**src/hdl/line_extent_of_projected_points_unit_defines.svh**
```systemverilog
// Assertion macros for the line extent block.
`ifndef LINE_EXTENT_OF_PROJECTED_POINTS_UNIT_DEFINES_SVH
`define LINE_EXTENT_OF_PROJECTED_POINTS_UNIT_DEFINES_SVH
// cond true at an edge implies prop at the same edge
`define LEPP_ASSERT_NOW(label, clk, rst, cond, prop) \
  label: assert property (@(posedge clk) disable iff (rst) (cond) |-> (prop)) \
    else $error("assertion failed");
// cond true at an edge implies prop at the next edge
`define LEPP_ASSERT_NEXT(label, clk, rst, cond, prop) \
  label: assert property (@(posedge clk) disable iff (rst) (cond) |=> (prop)) \
    else $error("assertion failed");
`endif

```
**src/hdl/lepp_fifo.sv**
```systemverilog
// Short queue between the front and back parts.
`timescale 1ns / 1ps
`default_nettype none
module lepp_fifo #(
  parameter int W     = 8,
  parameter int DEPTH = 4
) (
  input  wire logic         clk,
  input  wire logic         rst,
  input  wire logic         push,
  input  wire logic [W-1:0] wdata,
  output logic              full,
  input  wire logic         pop,
  output logic              nonempty,
  output logic [W-1:0]      rdata
);
  localparam int AW = (DEPTH > 1) ? $clog2(DEPTH) : 1;

  logic [W-1:0]  mem [DEPTH];
  logic [AW-1:0] wr_ptr;
  logic [AW-1:0] rd_ptr;
  logic [AW:0]   count;

  assign full     = (count == (AW+1)'(DEPTH));
  assign nonempty = (count != '0);
  assign rdata    = mem[rd_ptr];

  always_ff @(posedge clk) begin
    if (push) begin
      mem[wr_ptr] <= wdata;
    end
  end

  always_ff @(posedge clk) begin
    if (rst) begin
      wr_ptr <= '0;
      rd_ptr <= '0;
      count  <= '0;
    end else begin
      if (push) begin
        wr_ptr <= (wr_ptr == AW'(DEPTH - 1)) ? '0 : wr_ptr + 1'b1;
      end
      if (pop) begin
        rd_ptr <= (rd_ptr == AW'(DEPTH - 1)) ? '0 : rd_ptr + 1'b1;
      end
      if (push && !pop) begin
        count <= count + 1'b1;
      end else if (pop && !push) begin
        count <= count - 1'b1;
      end
    end
  end
endmodule
`default_nettype wire

```
**config.mk**
```make
export PLATFORM = sky130hd
export DESIGN_NAME = lepp_fifo
export DESIGN_NICKNAME = d
export VERILOG_FILES = /design/src/hdl/line_extent_of_projected_points_unit_defines.svh /design/src/hdl/lepp_fifo.sv
export SDC_FILE = /design/constraint.sdc
export NUM_CORES = 1
export LEC_CHECK = 0
export BUFFER_PORTS_ARGS = -buffer_cell sky130_fd_sc_hd__clkbuf_2
export CORE_MARGIN = 2
export CORE_UTILIZATION = 50
export CTS_CLUSTER_DIAMETER = 30
export DETAILED_ROUTE_END_ITERATION = 12
export PLACE_DENSITY = 0.78
export SLEW_MARGIN = 20
export SYNTH_ARGS = -nofsm -noshare
export SYNTH_HDL_FRONTEND = slang
export SYNTH_SLANG_ARGS = --single-unit
```
**constraint.sdc**
```tcl
create_clock -name clk -period 1.5 [get_ports clk]
set_clock_uncertainty 0.05 [all_clocks]
set_input_delay 0.15 -clock clk [delete_from_list [all_inputs] [get_ports clk]]
set_output_delay 0.15 -clock clk [all_outputs]
set_load 0.02 [all_outputs]
```
==> results.toml <==
[setup_path]
worstReg2RegStart = "count[0]$_SDFFE_PP0P_"
slowest_stage = "mux4_2"
worstRegToRegCells = 4
regToRegEndpoint = "count[2]$_SDFFE_PP0P_"
start_kind = "flip-flop"
crit_chain = "buf_12 > mux4_2 > buf_6"
critPathMaxStageDelay_ns = 0.52
required_ns = 1.30
path_max_fanout = 8
reg2reg_slack_ns = 0.07
path_delay_family = "multiplexers"
crit_type = "flip-flop to output pin"
arrival_ns = 1.49
crit_path_end_kind = "output pin"
cp_num_buf_inv = 2

[power_and_ir_drop]
p_total_mw = 2.25
clock_power_share_pct = 22.2
power_density_nw_per_um2 = 1110
seq_power_share_pct = 59.2
p_sw_share_pct = 24.5
combinationalPowerShare_pct = 18.7
p_sw_uw = 552
peakVddDrop_mv = 0.755
internal_power_mw = 1.70
p_leak_nw = 0.778

[timing]
worst_pin_slew_ns = 0.393
final.setup.tns_ns = -1.45
max_freq_mhz = 591
drv_slew = 0
fin_crit_sh_pct = 113
rsz0062_at_grt = "yes"
maxSlewHeadroom_pct = 73.8
hold_viol = 0
finalWorstPathRequiredPeriod_ns = 1.69
worst_slack_ns = -0.191
setup_violations = 8

[synth]
synth_cell_types = 16
ys_warn_count = 0
syn_area_um2 = 1600
synth.ff_latch_count = 41
synth_top_cells_by_area = "edfxtp_1 60%, dfxtp_1 11%, mux4_2 11%"
yosys.area.top_type_share_pct = 60.1
synth_fp_nets = 105
synth.avg_cell_area_um2 = 18.6
synth_top_area_cell = "edfxtp_1"
synth-seq-area-share_pct = 71.4
netlist_instances = 86

[routing]
post_drt_wl_per_cell_um = 14.9
ant_nets = 0
vias_per_cell = 4.94
drc = 0
first_iter_violations = 24
vias = 865
first_pass_iters = 4
totalWireLength_um = 2610

[cts]
clkSinkCount = 41
cts_max_level = 2
cts_buffers = 5
clockRootBuffer = "clkbuf_4"
clk_latency_ns = 0.32
clkTransAtPathRegs_ns = 0.11
cts_tree = "yes"
clk_path_buf_depth = 2
post_cts_buffers = 0

[cells_and_area]
syn_to_final_growth_pct = 27.5
mostFrequentLayoutCell = "edfxtp_1"
final_layout_size_suffix_gt1_share_pct = 38.2
seqCellArea_um2 = 1140
antenna_cells = 0
fillCellCount = 223
layoutNonFillerInstCount = 175
final_util_pct = 66.8
fin_nets = 149
layout_common_cells = "32 x edfxtp_1, 12 x clkbuf_2, 9 x dlygate4sd3_1, 9 x buf_6, 8 x mux4_2"
multi_input_area_um2 = 434

[global_routing]
grt_pass1_vias = 937
grt_max_degree = 13
grt_usage_pct = 17.2
antenna_found_initial = 0
overflow = 0
grt_pass1_wl_um = 4240

[floorplan]
design.die.area_um2 = 3670
start_util_pct = 52.4
core_area_um2 = 3050
num_rows = 20
die_y_um = 60.6
io_pins = 22
die_width_um = 60.6

[hold_path]
hp-start = "pop"
hp-class = "input pin to flip-flop"
whs_path_depth = 4

[run_status]
violations = "setup timing"
status = "finished, violations left"

[placement]
hpwl_um = 1750
place_inst = 158
routabilityCongestion = 0.670
numPortBuffers = 21

[job]
maxCapViolations = 0
==> cell families (layout without fill, tap and decap cells) <==
kind of cell	Yosys count	count (layout)	synth area share, %
buffers and inverters	6	51	1.96
multiplexers	12	12	13.8
AO/OA/AOI/OAI	3	3	0.939
flip-flops	41	41	71.4
XOR/XNOR	2	2	1.10
AND/OR/NAND/NOR	15	15	4.93
adder cells (fa/ha/maj)	7	7	5.95
==> state kept, by name, indices dropped and copies added (netlist names), named ones only <==
name    flops
wr_ptr      2
count       3
mem        32
rd_ptr      2
==> worst min-delay path, stage by stage <==
cell and delay [ns]:
clkbuf_2 0.09, inv_1 0.06, a21oi_1 0.15, nor2_1 0.07
==> power groups by stage <==
stage          sequential [mW]  clock (mW)  combinational (mW)
2_1_floorplan             1.34           0               0.212
3_3_place_gp              1.35           0               0.315
3_5_place_dp              1.36           0               0.327
4_1_cts                   1.33       0.524               0.366
5_1_grt                   1.34       0.566               0.456
6_report                  1.33       0.500               0.421
==> timing repair <==
item	4_1_cts	5_1_grt
pin swaps	1	1
endpoints found under the setup margin	9	10
endpoints found under the hold margin	34	0
hold buffers	9	0
resized for setup	5	28
==> layer usage <==
| metal | vias to the layer above | global-route usage, % | routed length [um] |
|---|---|---|---|
| met5 | - | 0 | 0 |
| met4 | 0 | 7.45 | 47 |
| met3 | 6 | 6.18 | 111 |
| met1 | 427 | 18.3 | 1020 |
| met2 | 19 | 30.7 | 1430 |
| li1 | 413 | - | - |
==> worst max-delay path by stage <==
stage,slack [ns],startpoint,to,depth (start not counted)
3_5_place_dp,-0.15,pop,count[2]$_SDFFE_PP0P_,8
3_3_place_gp,-0.07,pop,count[2]$_SDFFE_PP0P_,8
6_report,-0.19,flip-flop,rdata[5],3
5_1_grt,-0.25,flip-flop,rdata[3],3
4_1_cts,-0.23,flip-flop,rdata[5],3
2_1_floorplan,0.04,pop,count[2]$_SDFFE_PP0P_,7
==> synth_stat cells <==
master    instances
edfxtp_1         32
dfxtp_1           9
mux4_2            8
nor2_1            7
ha_1              6
and2_1            4
inv_1             4
mux2i_1           4
a21oi_1           2
nor3b_1           2
or3_1             2
xor2_1            2
buf_6             1
clkbuf_2          1
fa_1              1
o21ai_0           1
==> final cells by class <==
type | count | area share [%]
multi-input cells | 39 | 21.3
clock buffers | 6 | 2.02
inverters | 4 | 0.736
clock inverters | 2 | 0.491
repair buffers | 39 | 16.6
well taps | 44 | 2.70
flip-flops and latches | 41 | 56.1
==> through the flow <==
step	worst slack, ns	cell area (um^2)	hold WS [ns]
CTS	-0.228	1980	0.148
global placement	-0.0697	1820	0.314
detailed placement	-0.149	1820	0.328
global route	-0.255	2040	0.166
floorplan	0.0384	1600	0.169
finish	-0.191	2040	0.170
(Power assumes the default switching activity.)
