File: src/hdl/line_extent_of_projected_points_unit_defines.svh
// Assertion macros for the line extent block.
`ifndef LINE_EXTENT_OF_PROJECTED_POINTS_UNIT_DEFINES_SVH
`define LINE_EXTENT_OF_PROJECTED_POINTS_UNIT_DEFINES_SVH
// cond true at an edge implies prop at the same edge
`define LEPP_ASSERT_NOW(label, clk, rst, cond, prop) \
  label: assert property (@(posedge clk) disable iff (rst) (cond) |-> (prop)) \
    else $error("assertion failed");
// cond true at an edge implies prop at the next edge
`define LEPP_ASSERT_NEXT(label, clk, rst, cond, prop) \
  label: assert property (@(posedge clk) disable iff (rst) (cond) |=> (prop)) \
    else $error("assertion failed");
`endif

File: src/hdl/lepp_pkg.sv
// Shared constants, types and state encodings of the line extent block.
`timescale 1ns / 1ps
`default_nettype none
package lepp_pkg;
  localparam int COORD_WIDTH_DEF = 32;
  localparam int REG_COUNT       = 6;
  localparam int CFG_IDX_W       = 3;
  localparam int QUEUE_DEPTH     = 4;
  localparam int DIR_MAG_W       = 31;  // magnitude of a Q2.30 unit component

  localparam logic [CFG_IDX_W-1:0] REG_BASE_X = 3'd0;
  localparam logic [CFG_IDX_W-1:0] REG_END_X  = 3'd3;
  localparam logic [CFG_IDX_W-1:0] REG_END_Z  = 3'd5;

  typedef enum logic [2:0] {
    D_IDLE, D_LOAD, D_NORM, D_SQ, D_SQRT, D_DIVLOAD, D_DIV
  } dir_state_t;

  typedef enum logic [2:0] {
    B_IDLE, B_PROJ, B_PROJ_WAIT, B_FOLD, B_EXT, B_EXT_WAIT, B_EMIT
  } back_state_t;

  typedef struct packed {
    logic busy;
    logic zero_length;
  } dir_status_t;
endpackage
`default_nettype wire

File: src/hdl/lepp_if.sv
// Channel interfaces: point items, extent results and configuration writes.
`timescale 1ns / 1ps
`default_nettype none


interface lepp_cfg_if #(parameter int CW = 32);
  import lepp_pkg::*;
  logic                 valid;
  logic                 ready;
  logic [CFG_IDX_W-1:0] index;
  logic [CW-1:0]        data;
  modport source (output valid, index, data, input ready);
  modport sink   (input valid, index, data, output ready);
endinterface
`default_nettype wire

File: src/hdl/lepp_dir.sv
// Configuration registers and the iterative unit-direction solver.
`timescale 1ns / 1ps
`default_nettype none
module lepp_dir #(
  parameter int CW = 32
) (
  input  wire logic                          clk,
  input  wire logic                          rst,
  lepp_cfg_if.sink                           cfg,
  output logic signed [CW-1:0]               base [3],
  output logic [lepp_pkg::DIR_MAG_W-1:0]     dir_mag [3],
  output logic                               dir_neg [3],
  output lepp_pkg::dir_status_t              status
);
  import lepp_pkg::*;

  localparam int MW = CW + 1;
  localparam int NW = (MW > 31) ? MW : 31;

  dir_state_t state, state_next;

  logic [CW-1:0]  cfg_reg [REG_COUNT];
  logic           zero_len;
  logic [NW-1:0]  m [3];
  logic           neg [3];
  logic [NW-1:0]  mx;
  logic [1:0]     cnt;
  logic [59:0]    sq;
  logic [61:0]    s;
  logic [62:0]    x;
  logic [62:0]    r;
  logic [62:0]    b;
  logic [4:0]     k;
  logic [30:0]    n;
  logic [60:0]    num;
  logic [30:0]    rem;
  logic [29:0]    q;
  logic [5:0]     bitcnt;

  logic signed [MW-1:0] d [3];
  logic [MW-1:0]        dm [3];
  logic [MW-1:0]        dmax;
  logic [62:0]          trial;
  logic [31:0]          rem_sh;
  logic                 qbit;

  always_comb begin
    for (int i = 0; i < 3; i++) begin
      d[i]  = {cfg_reg[int'(REG_END_X) + i][CW-1], cfg_reg[int'(REG_END_X) + i]}
            - {cfg_reg[int'(REG_BASE_X) + i][CW-1], cfg_reg[int'(REG_BASE_X) + i]};
      dm[i] = d[i][MW-1] ? MW'(-d[i]) : MW'(d[i]);
    end
    dmax = dm[0];
    if (dm[1] > dmax) dmax = dm[1];
    if (dm[2] > dmax) dmax = dm[2];
    trial  = r + b;
    rem_sh = {rem, num[60]};
    qbit   = (rem_sh >= {1'b0, n});
  end

  always_comb begin
    for (int i = 0; i < 3; i++) begin
      base[i] = cfg_reg[int'(REG_BASE_X) + i];
    end
  end

  assign cfg.ready          = (state == D_IDLE);
  assign status.busy        = (state != D_IDLE);
  assign status.zero_length = zero_len;

  always_ff @(posedge clk) begin
    if (rst) begin
      state <= D_IDLE;
    end else begin
      state <= state_next;
    end
  end

  always_comb begin
    state_next = state;
    unique case (state)
      D_IDLE: begin
        if (cfg.valid && cfg.index <= REG_END_Z) state_next = D_LOAD;
      end
      D_LOAD: begin
        state_next = (dmax == '0) ? D_IDLE : D_NORM;
      end
      D_NORM: begin
        if (!(|mx[NW-1:30]) && (|mx[NW-1:29])) state_next = D_SQ;
      end
      D_SQ: begin
        if (cnt == 2'd3) state_next = D_SQRT;
      end
      D_SQRT: begin
        if (k == 5'd31) state_next = D_DIVLOAD;
      end
      D_DIVLOAD: begin
        state_next = D_DIV;
      end
      D_DIV: begin
        if (bitcnt == 6'd0) state_next = (cnt == 2'd2) ? D_IDLE : D_DIVLOAD;
      end
      default: state_next = D_IDLE;
    endcase
  end

  always_ff @(posedge clk) begin
    if (rst) begin
      for (int i = 0; i < REG_COUNT; i++) cfg_reg[i] <= '0;
      for (int i = 0; i < 3; i++) begin
        dir_mag[i] <= '0;
        dir_neg[i] <= 1'b0;
      end
      zero_len <= 1'b0;
    end else begin
      case (state)
        D_IDLE: begin
          if (cfg.valid && cfg.index <= REG_END_Z) cfg_reg[cfg.index] <= cfg.data;
        end
        D_LOAD: begin
          for (int i = 0; i < 3; i++) begin
            m[i]   <= NW'(dm[i]);
            neg[i] <= d[i][MW-1];
          end
          mx <= NW'(dmax);
          if (dmax == '0) begin
            zero_len <= 1'b1;
            for (int i = 0; i < 3; i++) begin
              dir_mag[i] <= '0;
              dir_neg[i] <= 1'b0;
            end
          end else begin
            zero_len <= 1'b0;
          end
          cnt <= '0;
        end
        D_NORM: begin
          if (|mx[NW-1:30]) begin
            mx <= mx >> 1;
            for (int i = 0; i < 3; i++) m[i] <= m[i] >> 1;
          end else if (!(|mx[NW-1:29])) begin
            mx <= mx << 1;
            for (int i = 0; i < 3; i++) m[i] <= m[i] << 1;
          end
          cnt <= '0;
          s   <= '0;
        end
        D_SQ: begin
          if (cnt != 2'd3) sq <= m[cnt][29:0] * m[cnt][29:0];
          if (cnt != 2'd0) s <= s + 62'(sq);
          if (cnt == 2'd3) begin
            x <= 63'(s) + 63'(sq);
            r <= '0;
            b <= 63'(1) << 62;
            k <= '0;
          end
          cnt <= cnt + 1'b1;
        end
        D_SQRT: begin
          if (x >= trial) begin
            x <= x - trial;
            r <= (r >> 1) + b;
          end else begin
            r <= r >> 1;
          end
          b <= b >> 2;
          k <= k + 1'b1;
          if (k == 5'd31) begin
            n   <= '0;
            cnt <= '0;
          end
        end
        D_DIVLOAD: begin
          // first pass through takes the finished root
          if (cnt == 2'd0 && n == '0) n <= r[30:0];
          num    <= {1'b0, m[cnt][29:0], 30'd0}
                  + 61'(((cnt == 2'd0 && n == '0) ? r[30:0] : n) >> 1);
          rem    <= '0;
          q      <= '0;
          bitcnt <= 6'd60;
        end
        D_DIV: begin
          rem    <= qbit ? 31'(rem_sh - {1'b0, n}) : rem_sh[30:0];
          q      <= {q[28:0], qbit};
          num    <= num << 1;
          bitcnt <= bitcnt - 1'b1;
          if (bitcnt == 6'd0) begin
            dir_mag[cnt] <= {q, qbit};
            dir_neg[cnt] <= neg[cnt];
            cnt          <= cnt + 1'b1;
          end
        end
        default: ;
      endcase
    end
  end
endmodule
`default_nettype wire

File: src/flat_wrapper.sv
// flat-port wrapper written by rule: the top's interface ports become plain ports
module lepp_dir_flat import lepp_pkg::*;
#(
  parameter int CW = 32
)
  (clk, rst, base, dir_mag, dir_neg, status, cfg_valid, cfg_index, cfg_data, cfg_ready);
  lepp_cfg_if #(.CW(CW)) cfg_i ();
  input  wire logic clk;
  input  wire logic rst;
  output logic signed [CW-1:0] base[3];
  output logic [lepp_pkg::DIR_MAG_W-1:0] dir_mag[3];
  output logic dir_neg[3];
  output lepp_pkg::dir_status_t status;
  input wire logic [$bits(cfg_i.valid)-1:0] cfg_valid;
  input wire logic [$bits(cfg_i.index)-1:0] cfg_index;
  input wire logic [$bits(cfg_i.data)-1:0] cfg_data;
  output wire logic [$bits(cfg_i.ready)-1:0] cfg_ready;
  assign cfg_i.valid = cfg_valid;
  assign cfg_i.index = cfg_index;
  assign cfg_i.data = cfg_data;
  assign cfg_ready = cfg_i.ready;
  lepp_dir #(.CW(CW)) u_core (.clk(clk), .rst(rst), .cfg(cfg_i), .base(base), .dir_mag(dir_mag), .dir_neg(dir_neg), .status(status));
endmodule
File: config.mk
export PLATFORM = sky130hd
export DESIGN_NAME = lepp_dir_flat
export DESIGN_NICKNAME = d
export VERILOG_FILES = /design/src/hdl/line_extent_of_projected_points_unit_defines.svh /design/src/hdl/lepp_pkg.sv /design/src/hdl/lepp_if.sv /design/src/hdl/lepp_dir.sv /design/src/flat_wrapper.sv
export SDC_FILE = /design/constraint.sdc
export NUM_CORES = 2
export LEC_CHECK = 0
export ABC_AREA = 0
export BUFFER_PORTS_ARGS = -buffer_cell sky130_fd_sc_hd__buf_2
export CAP_MARGIN = 40
export CORE_MARGIN = 2
export CORE_UTILIZATION = 50
export DETAILED_ROUTE_END_ITERATION = 10
export GPL_ROUTABILITY_DRIVEN = 0
export PLACE_DENSITY_LB_ADDON = 0.05
export REMOVE_ABC_BUFFERS = 1
export SYNTH_ARGS = -nofsm -noshare
export SYNTH_HDL_FRONTEND = slang
export SYNTH_SLANG_ARGS = --single-unit
File: constraint.sdc
create_clock -name clk -period 30 [get_ports clk]
set_clock_uncertainty 0.15 [all_clocks]
set_input_delay 1.5 -clock clk [delete_from_list [all_inputs] [get_ports clk]]
set_output_delay 1.5 -clock clk [all_outputs]
set_load 0.01 [all_outputs]
==> impl_metrics.tcl <==
set metrics [dict create \
    status "completed" \
    hp-class "reg -> reg" \
    yosysWarnings 0 \
    design_area_mm2 0.0914 \
    clockRootBuffer "clkbuf_16" \
    reg2reg_depth 46 \
    synth_edf_count 772 \
    drt-initial-drc-count 6405 \
    synth_most_common_cell "inv_1" \
    postSynthAreaPerCell_um2 9.27 \
    worstPathArrival_ns 13.37 \
    cp_max_fo 68 \
    crit_top_cell "a21o_1" \
    critPathLaunch "u_core.cfg_reg[1][6]$_SDFFCE_PN0P_" \
    cp_slowest_stage_delay_ns 0.62 \
    yosysTopAreaCellShare_pct 27.7 \
    synth_commonest_cells "inv_1 (1228), nand2_1 (870), nor2_1 (782)" \
    max_slew.worst_pin.slew_ns 1.05 \
    fmax_mhz 77.6 \
    post_cts_resized 0 \
    dieArea_mm2 0.171 \
    htreeDepth 3 \
    numCtsBuffers 103 \
    dieHeight_um 413 \
    num_vias 67900 \
    area_delta_synth_final_pct 9.20 \
    fp-row-count 150 \
    initial_utilization_pct 50.2 \
    fin_crit_ns 12.89 \
    place_area_mm2 0.0880 \
    r2r-start "u_core.cfg_reg[1][6]$_SDFFCE_PN0P_" \
    setup_violations 0 \
    core_mm2 0.167 \
    yosysTopAreaCell "edfxtp_1" \
    ff2ff_setup_slack_ns 17.11 \
    grt_first_pass_wirelength_um 396000 \
    cts_hold_buf 0 \
    grt_usage_pct 30.1 \
    r2r_end "u_core.dir_mag[46]$_SDFFE_PP0P_" \
    synth_area_leaders "edfxtp_1 (28%), fa_1 (17%), ha_1 (9.5%), inv_1 (5.5%), nand2_1 (3.9%)" \
    drive_gt1_share_pct 7.34 \
    setup_tns_ns 0 \
    required_ns 30.48 \
    ant_nets 0 \
    ys_seq_area_share_pct 30.1 \
    cts_tree "done" \
    nets 10500 \
    worst_slack_ns 17.11 \
    viasPerCell 5.94 \
    critPathLaunchType "flop" \
    cp_slowest_cell "or4_1" \
    period_share_pct 43.0 \
    port_buffers 232 \
    drt_pass1_iterations 8 \
    syn_area_mm2 0.0837 \
    drc 0 \
    largest_register_ffs 192 \
    clk_latency_ns 0.77 \
    ios 233 \
    endpoint "u_core.dir_mag[46]$_SDFFE_PP0P_" \
    path_clk_slew_ns 0.06 \
    dp_hpwl_um 198000 \
    crit_type "reg -> reg" \
    ys_seq_elements 874 \
    die_x_um 413 \
    routed_wl_um 259000 \
    cts_setup_buffers 0 \
    ctsLongestPathBuffers 3 \
    postSynthCellCount 9026 \
    final_util_pct 54.8 \
    grt_pass1_vias 66400 \
    dp_slack_ns 17.44 \
    grt-ovfl-total 0 \
    hold_viol_final 0 \
    antenna_found_initial 8 \
    max_slew_margin_pct 28.0 \
    wire_per_inst_um 22.7 \
    cap_violations 0 \
    drv_slew 0 \
    synthFlopType "edfxtp_1" \
    synthArstFlopShare_pct 0 \
    synth.distinct_cells 85 \
    rsz0062_at_grt "no" \
    clock_sinks 874 \
    grt_start_max_net_pins 182 \
    endpoint_kind "flop" \
]
## worst min path at each step
| stage | start | endpoint | slack [ns] | cells past startpoint |
|---|---|---|---|---|
| after CTS | u_core.dir_neg[1]$_SDFFE_PP0P_ | u_core.dir_neg[1]$_SDFFE_PP0P_ | 0.34 | 2 |
| after floorplan | u_core.num[9]$_DFFE_PP_ | u_core.num[10]$_DFFE_PP_ | 0.35 | 2 |
| after global placement | u_core.dir_mag[24]$_SDFFE_PP0P_ | u_core.dir_mag[24]$_SDFFE_PP0P_ | 0.32 | 2 |
| final | u_core.dir_neg[1]$_SDFFE_PP0P_ | u_core.dir_neg[1]$_SDFFE_PP0P_ | 0.33 | 2 |
| after detailed placement | u_core.dir_neg[1]$_SDFFE_PP0P_ | u_core.dir_neg[1]$_SDFFE_PP0P_ | 0.33 | 2 |
| after global routing | u_core.dir_mag[79]$_SDFFE_PP0P_ | u_core.dir_mag[79]$_SDFFE_PP0P_ | 0.35 | 2 |
## critical path, delay by kind of cell, from the launching register on
family | cells | cell delay (ns)
AOI/OAI and AO/OA | 24 | 5.11
xor gates and xnor gates | 2 | 0.68
adders and majority gates | 3 | 1.07
buffers and inverters | 6 | 1.85
DFF | 1 | 0.34
and+or+nand+nor | 11 | 3.42
## placed cells by master, fill, tap and decap left out, drive strengths merged, types with 39 or more instances in the layout
cell	synthesis	layout
inv	1230	1235
nand2	870	870
nor2	782	782
edfxtp	772	772
fa	712	712
ha	633	633
o21ai	500	500
a21oi	471	471
buf	46	414
xnor2	235	235
xor2	208	208
a21o	195	195
clkbuf	366	141
mux2i	132	132
nor4	129	129
nand3	104	104
o41ai	103	103
dfxtp	102	102
and3	101	101
nor3	100	100
nand4	99	99
and2	99	99
nor2b	98	98
a31oi	90	90
nand2b	86	86
o31ai	66	66
o21a	64	64
o21bai	61	61
or3	49	49
a211oi	46	46
clkinv	9	44
o22ai	39	39
## metrics by stage
step,std cells,hold WS (ns)
after floorplan,8614,0.346
after global placement,11200,0.320
after detailed placement,11200,0.327
after CTS,11400,0.336
after global routing,11400,0.354
final,11400,0.332
## area by class of cell
cell class | instances | area [µm²]
Fill cell | 15100 | 75300
Multi-Input combinational cell | 6501 | 52400
Sequential cell | 874 | 25200
Inverter | 1239 | 4650
Timing Repair Buffer | 415 | 2910
Clock buffer | 140 | 2790
Tap cell | 2204 | 2760
Clock inverter | 51 | 594
Antenna cell | 1 | 2.50
## cell families (layout without fill, tap and decap cells)
family / count (synthesis) / count (layout) / synth area share, %
simple gates: 2623 / 2623 / 14.6
compound gates: 1950 / 1950 / 15.0
buf+inv: 1651 / 1845 / 7.44
fa+ha+maj: 1345 / 1345 / 26.5
flops: 874 / 874 / 30.1
xor+xnor: 443 / 443 / 4.64
mux: 140 / 140 / 1.69
other cells: 0 / 1 / 0
## metal layers
| layer | GRT usage (%) | share of wire [%] |
|---|---|---|
| met5 | 0 | 0.018 |
| met4 | 8.05 | 2.9 |
| met3 | 5.96 | 8.5 |
| met2 | 46.7 | 44 |
| met1 | 43.0 | 44 |
Power is not shown: default switching activity piles up to over one toggle a cycle in this logic, so the estimate is an artifact.
