File: config.mk
export PLATFORM = sky130hd
export DESIGN_NAME = lepp_front_flat
export DESIGN_NICKNAME = d
export VERILOG_FILES = /design/src/hdl/line_extent_of_projected_points_unit_defines.svh /design/src/hdl/lepp_if.sv /design/src/hdl/lepp_front.sv /design/src/flat_wrapper.sv
export SDC_FILE = /design/constraint.sdc
export NUM_CORES = 1
export LEC_CHECK = 0
export BUFFER_PORTS_ARGS = -buffer_cell sky130_fd_sc_hd__buf_4
export CAP_MARGIN = 0
export CORE_AREA = 2 2 133 135
export CTS_BUF_LIST = sky130_fd_sc_hd__clkbuf_8
export DETAILED_ROUTE_END_ITERATION = 16
export DIE_AREA = 0 0 135 137
export GPL_TIMING_DRIVEN = 0
export PLACE_DENSITY = 0.82
export RECOVER_POWER = 100
export SYNTH_ARGS = -nofsm -noshare
export SYNTH_HDL_FRONTEND = slang
export SYNTH_SLANG_ARGS = --single-unit
File: constraint.sdc
create_clock -name clk -period 4.6 [get_ports clk]
set_input_delay 0 -clock clk [delete_from_list [all_inputs] [get_ports clk]]
set_output_delay 0 -clock clk [all_outputs]
set_load 0.03 [all_outputs]
File: src/hdl/line_extent_of_projected_points_unit_defines.svh
// Assertion macros for the line extent block.
`ifndef LINE_EXTENT_OF_PROJECTED_POINTS_UNIT_DEFINES_SVH
`define LINE_EXTENT_OF_PROJECTED_POINTS_UNIT_DEFINES_SVH
// cond true at an edge implies prop at the same edge
`define LEPP_ASSERT_NOW(label, clk, rst, cond, prop) \
  label: assert property (@(posedge clk) disable iff (rst) (cond) |-> (prop)) \
    else $error("assertion failed");
// cond true at an edge implies prop at the next edge
`define LEPP_ASSERT_NEXT(label, clk, rst, cond, prop) \
  label: assert property (@(posedge clk) disable iff (rst) (cond) |=> (prop)) \
    else $error("assertion failed");
`endif

File: src/hdl/lepp_if.sv
// Channel interfaces: point items, extent results and configuration writes.
`timescale 1ns / 1ps
`default_nettype none
interface lepp_item_if #(parameter int CW = 32);
  logic                 valid;
  logic                 ready;
  logic signed [CW-1:0] point_x;
  logic signed [CW-1:0] point_y;
  logic signed [CW-1:0] point_z;
  logic                 last_point;
  modport source (output valid, point_x, point_y, point_z, last_point, input ready);
  modport sink   (input valid, point_x, point_y, point_z, last_point, output ready);
endinterface

`default_nettype wire

File: src/hdl/lepp_front.sv
// Front part: takes point transactions, offsets them by the base point, tags the last one.
`timescale 1ns / 1ps
`default_nettype none
module lepp_front #(
  parameter int CW = 32
) (
  input  wire logic               clk,
  input  wire logic               rst,
  lepp_item_if.sink               points,
  input  wire logic signed [CW-1:0] base [3],
  input  wire logic               hold,
  input  wire logic               q_full,
  output logic                    q_push,
  output logic [3*(CW+1):0]       q_data
);
  localparam int MW = CW + 1;

  logic                 stage_valid;
  logic signed [MW-1:0] v [3];
  logic                 last;

  assign q_push       = stage_valid && !q_full;
  assign points.ready = !hold && (!stage_valid || !q_full);
  assign q_data       = {last, v[2], v[1], v[0]};

  always_ff @(posedge clk) begin
    if (rst) begin
      stage_valid <= 1'b0;
    end else if (points.valid && points.ready) begin
      stage_valid <= 1'b1;
    end else if (q_push) begin
      stage_valid <= 1'b0;
    end
  end

  always_ff @(posedge clk) begin
    if (points.valid && points.ready) begin
      v[0] <= {points.point_x[CW-1], points.point_x} - {base[0][CW-1], base[0]};
      v[1] <= {points.point_y[CW-1], points.point_y} - {base[1][CW-1], base[1]};
      v[2] <= {points.point_z[CW-1], points.point_z} - {base[2][CW-1], base[2]};
      last <= points.last_point;
    end
  end
endmodule
`default_nettype wire

File: src/flat_wrapper.sv
// flat-port wrapper written by rule: the top's interface ports become plain ports
module lepp_front_flat 
#(
  parameter int CW = 32
)
  (clk, rst, base, hold, q_full, q_push, q_data, points_valid, points_point_x, points_point_y, points_point_z, points_last_point, points_ready);
  lepp_item_if #(.CW(CW)) points_i ();
  input  wire logic clk;
  input  wire logic rst;
  input  wire logic signed [CW-1:0] base[3];
  input  wire logic hold;
  input  wire logic q_full;
  output logic q_push;
  output logic [3*(CW+1):0] q_data;
  input wire logic [$bits(points_i.valid)-1:0] points_valid;
  input wire logic [$bits(points_i.point_x)-1:0] points_point_x;
  input wire logic [$bits(points_i.point_y)-1:0] points_point_y;
  input wire logic [$bits(points_i.point_z)-1:0] points_point_z;
  input wire logic [$bits(points_i.last_point)-1:0] points_last_point;
  output wire logic [$bits(points_i.ready)-1:0] points_ready;
  assign points_i.valid = points_valid;
  assign points_i.point_x = points_point_x;
  assign points_i.point_y = points_point_y;
  assign points_i.point_z = points_point_z;
  assign points_i.last_point = points_last_point;
  assign points_ready = points_i.ready;
  lepp_front #(.CW(CW)) u_core (.clk(clk), .rst(rst), .points(points_i), .base(base), .hold(hold), .q_full(q_full), .q_push(q_push), .q_data(q_data));
endmodule
==> results.json, run 1 <==
{
  "outcome": "finished with violations",
  "failed_checks": "max-capacitance violations, max-slew violations",
  "grt_max_degree": 61,
  "synth-seq-cells": 101,
  "grt_overflow": 0,
  "required_ps": 4910,
  "endpoint_kind": "register",
  "syn_area_um2": 8870,
  "critPathKind": "register to register",
  "finalHoldViolations": 0,
  "synth_top_cell_by_area": "edfxtp_1",
  "tightest_slew_ps": 2790,
  "ant_nets": 0,
  "hold_start": "base[1]",
  "cts-buffers-inserted": 9,
  "antenna_found_initial": 0,
  "arrival_ps": 3720,
  "syn-instance-count": 980,
  "r2r_end": "u_core.stage_valid",
  "synth_top_cell_area_share_pct": 33.9,
  "nNetsFinal": 1594,
  "num_vias": 8468,
  "p_per_area_nw_per_um2": 270,
  "regToRegSetupSlack_ps": 1190,
  "yosys_warnings": 0,
  "hold_class": "input port to register",
  "synth_enable_flop_cells": 100,
  "io_pins": 300,
  "cts.path.max_buffers": 2,
  "wire_per_inst_um": 15.5,
  "synthTopCellsByArea": "edfxtp_1, ha_1, inv_1, xnor2_1, a21oi_1",
  "power.leakage_nw": 5.17,
  "io_buffers": 299,
  "drtIter0Drc": 379,
  "seq_area_frac_synth_pct": 34.1,
  "worstHoldEndpoint": "u_core.v[0][67]",
  "setup_tns_ps": 0,
  "gp_congestion": 0.888,
  "syn-num-nets": 1277,
  "vias_per_cell": 5.55,
  "grt_pass1_wl_mm": 37.0,
  "drive_gt1_share_pct": 17.6,
  "grt_pass1_vias": 7880,
  "area_growth_syn_to_layout_pct": 27.3,
  "cts.clk_slew.worst_paths_ps": 100,
  "min_path_cells": 3,
  "crit_fanout": 42,
  "drc_errors": 0,
  "routed_wirelength_mm": 23.7,
  "initial_utilization_pct": 52.0,
  "die_area_um2": 18500,
  "async_flop_share_pct": 0,
  "htreeDepth": 3,
  "r2r-start": "u_core.stage_valid",
  "setup_viol": 0,
  "insertion_delay_ps": 360,
  "row_count": 48,
  "die_w_um": 135,
  "die_h_um": 137,
  "cts_resized": 0,
  "dp_worst_setup_slack_ps": 1870,
  "ys_dominant_reg_cell": "edfxtp_1",
  "cts_root_buf": "clkbuf_8",
  "diodes": 0,
  "holdBufCountCts": 6,
  "critPathLaunchType": "register",
  "firstDrtPassIters": 5,
  "hpwl_mm": 19.3,
  "postCtsSetupBuffers": 0,
  "drv_cap": 1,
  "core-area_um2": 17100,
  "maxSlewHeadroom_pct": -86.1,
  "skew_ps": 7.55,
  "grt_setup_unrepaired": "false",
  "yosysUniqueCellTypes": 74,
  "grt_usage_pct": 25.0,
  "timing.final.crit_share_pct": 74.2,
  "r2r_cells": 5,
  "postSynthAreaPerCell_um2": 9.05,
  "max_freq_mhz": 293,
  "maxSlewViolCount": 42,
  "cts_tree": "yes",
  "ir_worst_vdd_v": 0.000129,
  "fin_ws_ps": 1190,
  "cts.sink_count": 101,
  "period_minus_slack_ps": 3410
}
[area by class of cell]
| cell class | instances | area (um^2) |
|---|---|---|
| Buffer | 23 | 111 |
| Clock buffer | 10 | 138 |
| Clock inverter | 6 | 111 |
| Fill cell | 1526 | 5770 |
| Inverter | 135 | 507 |
| Multi-Input combinational cell | 721 | 5170 |
| Sequential cell | 101 | 3020 |
| Tap cell | 225 | 282 |
| Timing Repair Buffer | 306 | 1950 |
[synth_stat cells, types with 17 or more instances]
| library cell | n |
|---|---|
| xor2_1 | 23 |
| a21o_1 | 38 |
| nand2_1 | 60 |
| ha_1 | 96 |
| o21ai_0 | 32 |
| nor2_1 | 54 |
| inv_1 | 134 |
| xnor2_1 | 57 |
| edfxtp_1 | 100 |
| nand3_1 | 28 |
| nor2b_1 | 17 |
| a21oi_1 | 93 |
[metal layers]
metal,vias up,wire length (um),track usage (%)
met5,-,0,0
met4,0,714,10.6
met3,46,1880,4.74
met2,339,11400,42.4
met1,3882,9730,31.3
li1,4201,-,-
[kinds of logic after synthesis]
logic type                 share of synthesized area [%]
adders and majority gates                           14.2
and+or+nand+nor                                     13.3
DFF                                                 34.1
muxes                                              0.240
AOI/OAI and AO/OA                                   23.2
xor gates and xnor gates                            7.90
buffers and inverters                               6.97
[flip-flops by register name, summed over array words and instances, names as in the netlist]
name and flops:
u_core.last 1, u_core.v 99, u_core.stage_valid 1
[how the worst max path moves through the flow]
stage | startpoint | endpoint | slack, ps
global route | u_core.stage_valid | u_core.stage_valid | 810
detailed placement | points_point_x[0] | u_core.v[0][32] | 1870
global placement | u_core.stage_valid | u_core.v[0][88] | 290
CTS | base[64] | u_core.v[0][32] | 1740
floorplan | u_core.stage_valid | u_core.last | 880
finish | u_core.stage_valid | u_core.stage_valid | 1190
[stage by stage]
step	power, mW	std cells	instance area [um^2]	hold WS [ps]	util [%]
2_1_floorplan	2.03	980	8870	72.4	-
3_3_place_gp	2.41	1504	11400	159	66.8
3_5_place_dp	2.43	1505	11400	159	67.0
4_1_cts	3.13	1527	11700	39.4	68.8
5_1_grt	3.23	1527	11300	51.4	66.2
6_report	3.05	1527	11300	61.2	66.2
[where the power goes]
part	switching [mW]	leakage, nW	internal (mW)	total [mW]
combinational	0.706	4.10	0.487	1.19
clock	0.319	0.128	0.377	0.696
sequential	0.0185	0.944	1.14	1.16
total	1.04	5.17	2.01	3.05
[cell usage in the layout, fill, tap and decap left out, drive strengths merged, types with 7 or more instances in the layout]
cell      n
nand4    11
nand2    60
xnor2    57
o21ai    44
nor2     54
buf     201
a21o     38
and3     10
ha       96
inv     136
a21oi    93
clkbuf  132
a221oi    7
nand2b   15
nor2b    17
xor2     23
o21a     13
a31oi    15
o21bai   12
edfxtp  100
a211oi   10
nand3    28
o211ai   12
nor3     11
[critical path: stages (launching register included)]
cell	delay [ps]
dfxtp_1	330
a21oi_1	160
and2_0	2040
a21oi_1	60
nor2_1	200
dlygate4sd3_1	570
No activity file was read; power rests on OpenSTA's default activity.
==> inputs of run 2 (changes only) <==
Settings changed: ABC_AREA set to 1, CORE_AREA 2 2 133 135 to 2 2 151 153, DIE_AREA 0 0 135 137 to 0 0 153 155, PLACE_DENSITY 0.82 to 0.79.
Clock period 4.6 ns to 2.95 ns, I/O delays scaled along.
==> run 2 against run 1 <==
Net effect: the flow now finishes without violations; final cell count grew 57%; setup slack lost 530 ps; clock power grew 26%; sequential power grew 55%; core utilization shrank 6.3 points; non-clock buffer count shrank 14; combinational power grew 73%; routed wire length grew 30%; clock skew grew 4.5 ps; critical path type unchanged; critical endpoint is now u_core.v[0][75].
==> results.json, run 2 <==
{
  "initial_utilization_pct": 48.6,
  "cts-buffers-inserted": 9,
  "synth_enable_flop_cells": 100,
  "synth_top_family_by_area": "simple AND/OR/NAND/NOR gates",
  "synthXorXnorAreaFrac_pct": 3.65,
  "ys_dominant_reg_cell": "edfxtp_1",
  "grt_usage_pct": 25.6,
  "row_count": 55,
  "critPathLaunchType": "register",
  "tightest_slew_ps": 1160,
  "p_per_area_nw_per_um2": 356,
  "crit_path_frequent_cell": "buf_16",
  "synth_top_cell_area_share_pct": 27.8,
  "core-area_um2": 22200,
  "cp_top_family": "buffers and inverters",
  "vias_per_cell": 4.74,
  "power.leakage_nw": 8.26,
  "yosysUniqueCellTypes": 22,
  "syn-num-nets": 2080,
  "die_area_um2": 23700,
  "wire_per_inst_um": 12.9,
  "synth_common_cells": "nand2_1, inv_1, nor2_1",
  "drc_errors": 0,
  "ant_nets": 0,
  "endpoint_kind": "register",
  "grt_pass1_vias": 10545,
  "syn_area_um2": 10800,
  "area_growth_syn_to_layout_pct": 23.2,
  "hold_class": "input port to register",
  "cts_root_buf": "clkbuf_8",
  "cts_tree": "yes",
  "ir_worst_vdd_v": 0.000183,
  "outcome": "complete, no violations",
  "die_h_um": 155,
  "nNetsFinal": 2403,
  "synth-seq-cells": 101,
  "cts.sink_count": 101,
  "setup_viol": 0,
  "io_buffers": 299,
  "hold_ws_ps": 35.8,
  "grt_setup_unrepaired": "false",
  "die_w_um": 153,
  "routed_wirelength_mm": 30.8,
  "maxSlewHeadroom_pct": 22.4,
  "yosys.area_share.simple_pct": 36.5,
  "regToRegSetupSlack_ps": 660,
  "insertion_delay_ps": 390,
  "grt_max_degree": 22,
  "critPathKind": "register to register",
  "synthTopCellsByArea": "edfxtp_1, nand2_1, inv_1, ha_1, nor2_1",
  "drtIter0Drc": 645,
  "worst_path_max_delay_cell": "nor3b_4",
  "final_common_cell": "nand2_1",
  "synth_top_cell_by_area": "edfxtp_1",
  "seq_area_frac_synth_pct": 28.0,
  "hpwl_mm": 26.5,
  "required_ps": 3000,
  "grt_pass1_wl_mm": 49.1,
  "htreeDepth": 3,
  "synthMuxAreaShare_pct": 0,
  "cts.clk_slew.worst_paths_ps": 110,
  "yosys_warnings": 0,
  "period_minus_slack_ps": 2290,
  "finalHoldViolations": 0,
  "skew_ps": 12.1,
  "firstDrtPassIters": 5,
  "postSynthAreaPerCell_um2": 6.06,
  "reg_top3": "u_core.v (99), u_core.last (1), u_core.stage_valid (1)",
  "synthAdderAreaFrac_pct": 11.7,
  "grt_overflow": 0,
  "drive_gt1_share_pct": 10.7,
  "top_register": "u_core.v",
  "cpPeakStageDelay_ps": 480,
  "timing.final.crit_share_pct": 77.6,
  "antenna_found_initial": 1,
  "crit_chain": "nand2_1 > inv_1 > nor3b_4 > buf_16 > buf_8 > buf_16 > clkbuf_2",
  "drv_cap": 0,
  "cts_resized": 0,
  "synth_compound_area_share_pct": 3.43,
  "num_vias": 11353,
  "arrival_ps": 2330,
  "final_util_pct": 59.9,
  "crit_fanout": 16,
  "final_cell_mix": "nand2_1, inv_1, buf_4",
  "async_flop_share_pct": 0,
  "critical_path_buf_inv_count": 5,
  "io_pins": 300,
  "syn-instance-count": 1783,
  "largest_reg_flops": 99,
  "synth_most_common_cell": "nand2_1",
  "gp_congestion": 0.963,
  "maxSlewViolCount": 0,
  "max_freq_mhz": 437,
  "cts.path.max_buffers": 2
}
run 2: cell types whose count changed after synthesis, moves of 35 or more:
cell and delta:
nor2_1 +72, nand3_1 +38, nand2_1 +680, xnor2_1 -51
a21o_1 -35, inv_1 +344
run 2: routing by layer:
| layer | part of all wire (%) | wire [um] | global-route usage, % | vias to the layer above |
|---|---|---|---|---|
| li1 | - | - | - | 5925 |
| met1 | 42 | 13100 | 31.4 | 4989 |
| met2 | 47 | 14400 | 44.8 | 393 |
| met3 | 8.2 | 2530 | 5.91 | 46 |
| met4 | 2.4 | 750 | 7.76 | 0 |
| met5 | 0 | 0 | 0 | - |
run 2: worst paths after layout:
| kind | start | to | cells past startpoint |
|---|---|---|---|
| max | u_core.stage_valid | u_core.v[0][75] | 7 |
| min | base[1] | u_core.v[0][67] | 3 |
| max reg2reg | u_core.stage_valid | u_core.v[0][75] | 7 |
| min reg2reg | u_core.stage_valid | u_core.v[0][1] | 3 |
run 2: cell families after synthesis:
family,count (synthesis)
simple gates,988
xor+xnor,45
compound gates,69
buf+inv,481
flops,101
fa+ha+maj,99
run 2: repair_timing:
item | CTS | global route
hold buffers | 7 | 0
setup endpoints to repair | 0 | 0
buffers inserted | 0 | 0
hold endpoints to repair | 11 | 0
run 2: worst min-delay path, stage by stage:
cell and delay (ps):
buf_4 90, fa_1 150, inv_1 30
run 2: cell type report:
| class | instances | area [um^2] |
|---|---|---|
| well taps | 285 | 357 |
| clock inverters | 7 | 48.8 |
| inverters | 478 | 1790 |
| multi-input cells | 1201 | 5900 |
| diodes | 1 | 2.50 |
| repair buffers | 312 | 2040 |
| clock buffers | 9 | 124 |
| plain buffers | 3 | 22.5 |
| flip-flops and latches | 101 | 3020 |
| fillers | 2222 | 8920 |
run 2: where the power goes:
group          internal [mW]  leakage (nW)  total (mW)  switching, mW
clock network          0.313        0.0918       0.878          0.565
registers               1.76         0.947        1.80         0.0339
logic                  0.733          7.22        2.06           1.33
run 2: stage by stage:
stage | TNS, ps | power [mW] | instance area [um^2] | std cells | worst slack [ps]
after CTS | 0 | 4.86 | 13800 | 2396 | 895
after floorplan | -45320 | 3.23 | 10800 | 1783 | -450
after global routing | 0 | 5.06 | 13300 | 2397 | 428
after detailed placement | 0 | 3.98 | 13600 | 2373 | 928
final | 0 | 4.73 | 13300 | 2397 | 662
after global placement | -177770 | 3.92 | 13400 | 2367 | -1770
