File: src/hdl/line_extent_of_projected_points_unit_defines.svh
// Assertion macros for the line extent block.
`ifndef LINE_EXTENT_OF_PROJECTED_POINTS_UNIT_DEFINES_SVH
`define LINE_EXTENT_OF_PROJECTED_POINTS_UNIT_DEFINES_SVH
// cond true at an edge implies prop at the same edge
`define LEPP_ASSERT_NOW(label, clk, rst, cond, prop) \
  label: assert property (@(posedge clk) disable iff (rst) (cond) |-> (prop)) \
    else $error("assertion failed");
// cond true at an edge implies prop at the next edge
`define LEPP_ASSERT_NEXT(label, clk, rst, cond, prop) \
  label: assert property (@(posedge clk) disable iff (rst) (cond) |=> (prop)) \
    else $error("assertion failed");
`endif

File: src/hdl/lepp_pkg.sv
// Shared constants, types and state encodings of the line extent block.
`timescale 1ns / 1ps
`default_nettype none
package lepp_pkg;
  localparam int COORD_WIDTH_DEF = 32;
  localparam int REG_COUNT       = 6;
  localparam int CFG_IDX_W       = 3;
  localparam int QUEUE_DEPTH     = 4;
  localparam int DIR_MAG_W       = 31;  // magnitude of a Q2.30 unit component

  localparam logic [CFG_IDX_W-1:0] REG_BASE_X = 3'd0;
  localparam logic [CFG_IDX_W-1:0] REG_END_X  = 3'd3;
  localparam logic [CFG_IDX_W-1:0] REG_END_Z  = 3'd5;

  typedef enum logic [2:0] {
    D_IDLE, D_LOAD, D_NORM, D_SQ, D_SQRT, D_DIVLOAD, D_DIV
  } dir_state_t;

  typedef enum logic [2:0] {
    B_IDLE, B_PROJ, B_PROJ_WAIT, B_FOLD, B_EXT, B_EXT_WAIT, B_EMIT
  } back_state_t;

  typedef struct packed {
    logic busy;
    logic zero_length;
  } dir_status_t;
endpackage
`default_nettype wire

File: src/hdl/lepp_if.sv
// Channel interfaces: point items, extent results and configuration writes.
`timescale 1ns / 1ps
`default_nettype none


interface lepp_result_if #(parameter int CW = 32);
  logic                 valid;
  logic                 ready;
  logic signed [CW-1:0] start_x;
  logic signed [CW-1:0] start_y;
  logic signed [CW-1:0] start_z;
  logic signed [CW-1:0] stop_x;
  logic signed [CW-1:0] stop_y;
  logic signed [CW-1:0] stop_z;
  logic                 degenerate;
  modport source (output valid, start_x, start_y, start_z, stop_x, stop_y, stop_z,
                  degenerate, input ready);
  modport sink   (input valid, start_x, start_y, start_z, stop_x, stop_y, stop_z,
                  degenerate, output ready);
endinterface

`default_nettype wire

File: src/hdl/lepp_mul.sv
// Digit-serial signed multiply by a Q2.30 magnitude, rounded half away from zero.
`timescale 1ns / 1ps
`default_nettype none
module lepp_mul #(
  parameter int CW = 32
) (
  input  wire logic                           clk,
  input  wire logic                           rst,
  input  wire logic                           start,
  input  wire logic signed [CW:0]             a,
  input  wire logic [lepp_pkg::DIR_MAG_W-1:0] u_mag,
  input  wire logic                           u_neg,
  output logic                                done,
  output logic signed [CW+1:0]                res
);
  localparam int MW = CW + 1;
  localparam int PW = MW + 32;
  localparam int RW = MW + 1;

  logic          busy;
  logic [1:0]    cnt;
  logic [MW-1:0] ma;
  logic [31:0]   ud;
  logic          neg;
  logic [PW-1:0] acc;

  logic [MW+7:0] pp;
  logic [PW-1:0] rnd;

  always_comb begin
    pp  = {8'd0, ma} * {{MW{1'b0}}, ud[31:24]};
    rnd = (acc + (PW'(1) << 29)) >> 30;
    res = neg ? -RW'(rnd) : RW'(rnd);
  end

  always_ff @(posedge clk) begin
    if (rst) begin
      busy <= 1'b0;
      done <= 1'b0;
      cnt  <= '0;
    end else begin
      done <= 1'b0;
      if (start) begin
        busy <= 1'b1;
        cnt  <= '0;
      end else if (busy) begin
        cnt <= cnt + 1'b1;
        if (cnt == 2'd3) begin
          busy <= 1'b0;
          done <= 1'b1;
        end
      end
    end
  end

  always_ff @(posedge clk) begin
    if (start) begin
      ma  <= a[MW-1] ? MW'(-a) : MW'(a);
      ud  <= {1'b0, u_mag};
      neg <= a[MW-1] ^ u_neg;
      acc <= '0;
    end else if (busy) begin
      acc <= (acc << 8) + PW'(pp);
      ud  <= ud << 8;
    end
  end
endmodule
`default_nettype wire

File: src/hdl/lepp_back.sv
// Back part: projects queued points, keeps the running extent, builds the endpoints.
`timescale 1ns / 1ps
`default_nettype none
module lepp_back #(
  parameter int CW = 32
) (
  input  wire logic                            clk,
  input  wire logic                            rst,
  input  wire logic                            q_nonempty,
  input  wire logic [3*(CW+1):0]               q_data,
  output logic                                 q_pop,
  input  wire logic signed [CW-1:0]            base [3],
  input  wire logic [lepp_pkg::DIR_MAG_W-1:0]  dir_mag [3],
  input  wire logic                            dir_neg [3],
  input  wire lepp_pkg::dir_status_t           dir_stat,
  lepp_result_if.source                        extent
);
  import lepp_pkg::*;

  localparam int MW = CW + 1;
  localparam int RW = MW + 1;
  localparam int TW = RW + 2;
  localparam int EW = RW + 1;

  back_state_t state, state_next;

  logic signed [MW-1:0] v [3];
  logic                 last;
  logic [2:0]           idx;
  logic signed [TW-1:0] t_acc;
  logic signed [CW-1:0] least;
  logic signed [CW-1:0] greatest;
  logic signed [CW-1:0] ends [6];

  logic                 mul_start;
  logic                 mul_done;
  logic signed [MW-1:0] mul_a;
  logic signed [RW-1:0] mul_res;
  logic [1:0]           axis;
  logic signed [CW-1:0] t_sat;
  logic signed [EW-1:0] e_sum;
  logic signed [CW-1:0] e_sat;
  logic                 emit;

  always_comb begin
    axis = (idx >= 3'd3) ? 2'(idx - 3'd3) : idx[1:0];
    if (state == B_EXT) begin
      mul_a = (idx < 3'd3) ? {least[CW-1], least} : {greatest[CW-1], greatest};
    end else begin
      mul_a = v[axis];
    end
    if ((&t_acc[TW-1:CW-1]) || !(|t_acc[TW-1:CW-1])) begin
      t_sat = t_acc[CW-1:0];
    end else begin
      t_sat = t_acc[TW-1] ? {1'b1, {(CW-1){1'b0}}} : {1'b0, {(CW-1){1'b1}}};
    end
    e_sum = {{(EW-CW){base[axis][CW-1]}}, base[axis]} + {mul_res[RW-1], mul_res};
    if ((&e_sum[EW-1:CW-1]) || !(|e_sum[EW-1:CW-1])) begin
      e_sat = e_sum[CW-1:0];
    end else begin
      e_sat = e_sum[EW-1] ? {1'b1, {(CW-1){1'b0}}} : {1'b0, {(CW-1){1'b1}}};
    end
  end

  lepp_mul #(.CW(CW)) u_mul (
    .clk   (clk),
    .rst   (rst),
    .start (mul_start),
    .a     (mul_a),
    .u_mag (dir_mag[axis]),
    .u_neg (dir_neg[axis]),
    .done  (mul_done),
    .res   (mul_res)
  );

  always_ff @(posedge clk) begin
    if (rst) begin
      state <= B_IDLE;
    end else begin
      state <= state_next;
    end
  end

  always_comb begin
    state_next = state;
    mul_start  = 1'b0;
    q_pop      = 1'b0;
    emit       = 1'b0;
    unique case (state)
      B_IDLE: begin
        if (q_nonempty) begin
          q_pop      = 1'b1;
          state_next = B_PROJ;
        end
      end
      B_PROJ: begin
        mul_start  = 1'b1;
        state_next = B_PROJ_WAIT;
      end
      B_PROJ_WAIT: begin
        if (mul_done) state_next = (idx == 3'd2) ? B_FOLD : B_PROJ;
      end
      B_FOLD: begin
        state_next = last ? B_EXT : B_IDLE;
      end
      B_EXT: begin
        mul_start  = 1'b1;
        state_next = B_EXT_WAIT;
      end
      B_EXT_WAIT: begin
        if (mul_done) state_next = (idx == 3'd5) ? B_EMIT : B_EXT;
      end
      B_EMIT: begin
        if (!extent.valid || extent.ready) begin
          emit       = 1'b1;
          state_next = B_IDLE;
        end
      end
      default: state_next = B_IDLE;
    endcase
  end

  always_ff @(posedge clk) begin
    if (rst) begin
      least    <= '0;
      greatest <= '0;
    end else if (state == B_FOLD) begin
      if (t_sat > greatest) greatest <= t_sat;
      if (t_sat < least) least <= t_sat;
    end else if (emit) begin
      least    <= '0;
      greatest <= '0;
    end
  end

  always_ff @(posedge clk) begin
    case (state)
      B_IDLE: begin
        v[0]  <= q_data[MW-1:0];
        v[1]  <= q_data[2*MW-1:MW];
        v[2]  <= q_data[3*MW-1:2*MW];
        last  <= q_data[3*MW];
        idx   <= '0;
        t_acc <= '0;
      end
      B_PROJ_WAIT: begin
        if (mul_done) begin
          t_acc <= t_acc + {{2{mul_res[RW-1]}}, mul_res};
          idx   <= idx + 1'b1;
        end
      end
      B_FOLD: begin
        idx <= '0;
      end
      B_EXT_WAIT: begin
        if (mul_done) begin
          ends[idx] <= e_sat;
          idx       <= idx + 1'b1;
        end
      end
      default: ;
    endcase
  end

  always_ff @(posedge clk) begin
    if (rst) begin
      extent.valid <= 1'b0;
    end else if (emit) begin
      extent.valid <= 1'b1;
    end else if (extent.ready) begin
      extent.valid <= 1'b0;
    end
  end

  always_ff @(posedge clk) begin
    if (emit) begin
      extent.start_x    <= ends[0];
      extent.start_y    <= ends[1];
      extent.start_z    <= ends[2];
      extent.stop_x     <= ends[3];
      extent.stop_y     <= ends[4];
      extent.stop_z     <= ends[5];
      extent.degenerate <= dir_stat.zero_length;
    end
  end
endmodule
`default_nettype wire
File: src/flat_wrapper.sv
// flat-port wrapper written by rule: the top's interface ports become plain ports
module lepp_back_flat import lepp_pkg::*;
#(
  parameter int CW = 32
)
  (clk, rst, q_nonempty, q_data, q_pop, base, dir_mag, dir_neg, dir_stat, extent_valid, extent_start_x, extent_start_y, extent_start_z, extent_stop_x, extent_stop_y, extent_stop_z, extent_degenerate, extent_ready);
  lepp_result_if #(.CW(CW)) extent_i ();
  input  wire logic clk;
  input  wire logic rst;
  input  wire logic q_nonempty;
  input  wire logic [3*(CW+1):0] q_data;
  output logic q_pop;
  input  wire logic signed [CW-1:0] base[3];
  input  wire logic [lepp_pkg::DIR_MAG_W-1:0] dir_mag[3];
  input  wire logic dir_neg[3];
  input  wire lepp_pkg::dir_status_t dir_stat;
  output wire logic [$bits(extent_i.valid)-1:0] extent_valid;
  output wire logic [$bits(extent_i.start_x)-1:0] extent_start_x;
  output wire logic [$bits(extent_i.start_y)-1:0] extent_start_y;
  output wire logic [$bits(extent_i.start_z)-1:0] extent_start_z;
  output wire logic [$bits(extent_i.stop_x)-1:0] extent_stop_x;
  output wire logic [$bits(extent_i.stop_y)-1:0] extent_stop_y;
  output wire logic [$bits(extent_i.stop_z)-1:0] extent_stop_z;
  output wire logic [$bits(extent_i.degenerate)-1:0] extent_degenerate;
  input wire logic [$bits(extent_i.ready)-1:0] extent_ready;
  assign extent_valid = extent_i.valid;
  assign extent_start_x = extent_i.start_x;
  assign extent_start_y = extent_i.start_y;
  assign extent_start_z = extent_i.start_z;
  assign extent_stop_x = extent_i.stop_x;
  assign extent_stop_y = extent_i.stop_y;
  assign extent_stop_z = extent_i.stop_z;
  assign extent_degenerate = extent_i.degenerate;
  assign extent_i.ready = extent_ready;
  lepp_back #(.CW(CW)) u_core (.clk(clk), .rst(rst), .q_nonempty(q_nonempty), .q_data(q_data), .q_pop(q_pop), .base(base), .dir_mag(dir_mag), .dir_neg(dir_neg), .dir_stat(dir_stat), .extent(extent_i));
endmodule
File: config.mk
export PLATFORM = sky130hd
export DESIGN_NAME = lepp_back_flat
export DESIGN_NICKNAME = d
export VERILOG_FILES = /design/src/hdl/line_extent_of_projected_points_unit_defines.svh /design/src/hdl/lepp_pkg.sv /design/src/hdl/lepp_if.sv /design/src/hdl/lepp_mul.sv /design/src/hdl/lepp_back.sv /design/src/flat_wrapper.sv
export SDC_FILE = /design/constraint.sdc
export NUM_CORES = 2
export LEC_CHECK = 0
export ABC_AREA = 1
export BUFFER_PORTS_ARGS = -buffer_cell sky130_fd_sc_hd__buf_4
export CAP_MARGIN = 20
export CORE_UTILIZATION = 60
export DETAILED_ROUTE_END_ITERATION = 16
export HOLD_SLACK_MARGIN = 0.1
export PLACE_DENSITY = 0.88
export RECOVER_POWER = 50
export SYNTH_ARGS = -nofsm -noshare
export SYNTH_HDL_FRONTEND = slang
export SYNTH_SLANG_ARGS = --single-unit
File: constraint.sdc
create_clock -name clk -period 21.2 [get_ports clk]
set_input_delay 2.12 -clock clk [delete_from_list [all_inputs] [get_ports clk]]
set_output_delay 2.12 -clock clk [all_outputs]
set_load 0.01 [all_outputs]
==> flow_metrics.py <==
metrics = {
    "outcome": {
        "violations": "capacitance limit, slew limit",
        "status": "finished, violations left",
    },
    "clock_tree": {
        "clkLatencyLatePin_ps": 680,
        "ctsResizeCount": 0,
        "cts_made_buffers": 76,
        "clockRootBuffer": "clkbuf_16",
        "clk_pin_slew_ps": 60,
        "cts_sinks": 726,
        "cts-htree-levels": 3,
        "cts_tree": "yes",
        "cts_buffer_depth": 3,
        "cts_hold_buf": 0,
        "cts_setup_buffers": 0,
    },
    "timing": {
        "tns_ps": 0,
        "hold_viol": 0,
        "slew_headroom_pct": -172,
        "setup_viol": 0,
        "timing.fmax_mhz": 134,
        "rsz0062_at_grt": "no",
        "fin_worst_skew_ps": 83.3,
        "worst-slew-pin-transition_ps": 4080,
        "post-route-min-period_ps": 7450,
        "maxSlewViolCount": 563,
        "fin_crit_sh_pct": 35.1,
    },
    "flow_run": {
        "cap_viol_max_count": 13,
    },
    "worst_setup_path": {
        "crit_path_frequent_cell": "nand2_1",
        "worstPathArrival_ps": 7750,
        "path_max_fanout": 67,
        "r2r_cells": 28,
        "r2r_setup_slack_ps": 13750,
        "crit_required_ps": 21500,
        "crit_path_end": "u_core.ends[3][19]$_DFFE_PP_",
        "reg2reg_from": "u_core.idx[0]$_SDFFCE_PN0P_",
        "critPathKind": "reg2reg",
        "crit_start": "u_core.idx[0]$_SDFFCE_PN0P_",
        "r2r-end": "u_core.ends[3][19]$_DFFE_PP_",
        "cp-end-kind": "flop",
        "startpoint_type": "flop",
        "cp_slowest_cell": "buf_4",
        "critical_path.max_stage_delay_ps": 770,
    },
    "die": {
        "dieHeight_um": 277,
        "die-area_sq_um": 77000,
        "dieWidth_um": 277,
        "num_io_pins": 493,
        "core_area_sq_um": 74700,
        "rows": 100,
        "initial_utilization_pct": 60.9,
    },
    "yosys": {
        "ys_top_cells_by_count": "nand2_1 (1099), inv_1 (868), edfxtp_1 (589)",
        "syn_area_sq_um": 45500,
        "ys_types": 61,
        "netlist.area_leader.share_pct": 38.9,
        "netlist_instances": 5156,
        "synth_top_area_cell": "edfxtp_1",
        "synthTopCellsByArea": "edfxtp_1 (39%), fa_1 (9.7%), nand2_1 (9.1%)",
        "synth-seq-cells": 726,
        "synth_most_common_cell": "nand2_1",
        "ys.flop_type": "edfxtp_1",
        "ys_seq_area_share_pct": 44.9,
        "async_flop_share_pct": 0,
        "syn_avg_cell_area_sq_um": 8.83,
        "yosys_warnings": 0,
        "synthesis.nets": 5881,
        "synth_edf_count": 589,
    },
    "detailed_routing": {
        "vias_per_cell": 5.76,
        "first_pass_iters": 6,
        "vias": 38000,
        "drtIter0Drc": 4060,
        "drc": 0,
        "finalWirelength_um": 134000,
        "wire_per_inst_um": 20.4,
        "ant_nets": 0,
    },
    "layout": {
        "regArea_sq_um": 20400,
        "multi_input_area_sq_um": 20900,
        "layoutNonFillerInstCount": 6597,
        "layout-drive-gt1-share_pct": 12.5,
        "nNetsFinal": 6289,
        "syn2layout_area_growth_pct": 15.4,
        "nFillCells": 5404,
    },
    "global_routing": {
        "grt_pass1_vias": 37500,
        "grt_max_degree": 98,
        "overflow": 0,
        "use_met2_pct": 56.9,
        "use_met1_pct": 44.0,
        "grt.busiest_layer": "met2",
        "grtUsageMet3_pct": 6.50,
        "antenna_found_initial": 2,
        "grt_use_total_pct": 34.6,
        "grt_pass1_wl_um": 206000,
    },
    "placement": {
        "place_congestion": 0.957,
        "placedCellCount": 6455,
        "dpl.hpwl_um": 97400,
        "port_buffers": 491,
    },
    "hold_path": {
        "hp-class": "reg2reg",
    },
}
registers in the layout (all words and copies together) (netlist names), 33 cells and up:
signal,flops
u_core.t_acc,36
u_core.u_mul.acc,64
u_core.ends,192
u_core.u_mul.ma,33
u_core.v,99
critical path: cells and delay by family, from the launching register on:
family	cells	cell delay, ps
AND/OR/NAND/NOR	14	1940
flip-flops	1	530
adder cells (fa/ha/maj)	1	380
buffers and inverters	5	2480
XOR/XNOR	1	200
AO/OA/AOI/OAI	7	1460
cell type report:
cell class | count | share of cell area (%)
antenna | 1 | 0.00476
clock buffer | 87 | 3.70
clock inverter | 54 | 1.41
inverter | 882 | 6.31
multi-input combinational | 3342 | 39.8
sequential | 726 | 38.9
tap | 969 | 2.31
timing repair buffer | 536 | 7.54
worst min-delay path by stage:
stage / startpoint / to / slack (ps) / cells past startpoint
floorplan: u_core.ends[0][0]$_DFFE_PP_ / extent_start_x[0]$_DFFE_PP_ / 400 / 0
global placement: u_core.ends[4][17]$_DFFE_PP_ / extent_stop_y[17]$_DFFE_PP_ / 400 / 0
detailed placement: u_core.ends[0][10]$_DFFE_PP_ / extent_start_x[10]$_DFFE_PP_ / 400 / 0
CTS: u_core.ends[0][19]$_DFFE_PP_ / extent_start_x[19]$_DFFE_PP_ / 400 / 0
global route: u_core.ends[4][23]$_DFFE_PP_ / extent_stop_y[23]$_DFFE_PP_ / 400 / 0
finish: u_core.ends[4][23]$_DFFE_PP_ / extent_stop_y[23]$_DFFE_PP_ / 390 / 0
through the flow:
step                util (%)  hold WS [ps]  worst slack [ps]  instance area, sq um
floorplan                  -           400              7960                 45500
global placement        66.9           400             14160                 50000
detailed placement      66.9           405             13940                 50000
CTS                     70.5           399             13850                 52600
global route            70.3           398             13240                 52500
finish                  70.3           393             13750                 52500
per-layer routing:
layer  vias to the layer above  part of all wire, %
li1                      17600                    -
met1                     17900                   38
met2                      2090                   47
met3                       445                  9.6
met4                         0                  5.2
met5                         -                    0
cells in the final DEF, fill, tap and decap left out, drive strengths merged, types with 32 or more instances in the layout:
cell	n
o21ai	309
edfxtp	589
clkbuf	203
clkinv	37
inv	881
dfxtp	137
fa	220
o21bai	35
nand3	208
xor2	100
ha	207
nand2	1105
xnor2	44
a21oi	444
buf	420
nand4	36
nor2	421
nor3	36
o211ai	32
kinds of logic after synthesis:
kind of cell | count (synthesis) | share of synthesized area [%]
adder cells (fa/ha/maj) | 427 | 15.4
AND/OR/NAND/NOR | 1849 | 16.6
flip-flops | 726 | 44.9
multiplexers | 1 | 0.0220
AO/OA/AOI/OAI | 921 | 11.2
buffers and inverters | 1088 | 9.21
XOR/XNOR | 144 | 2.79
Power is left out: the tool's default activity adds up to more than one toggle a clock period on the data nets, which glitch-free logic cannot reach.
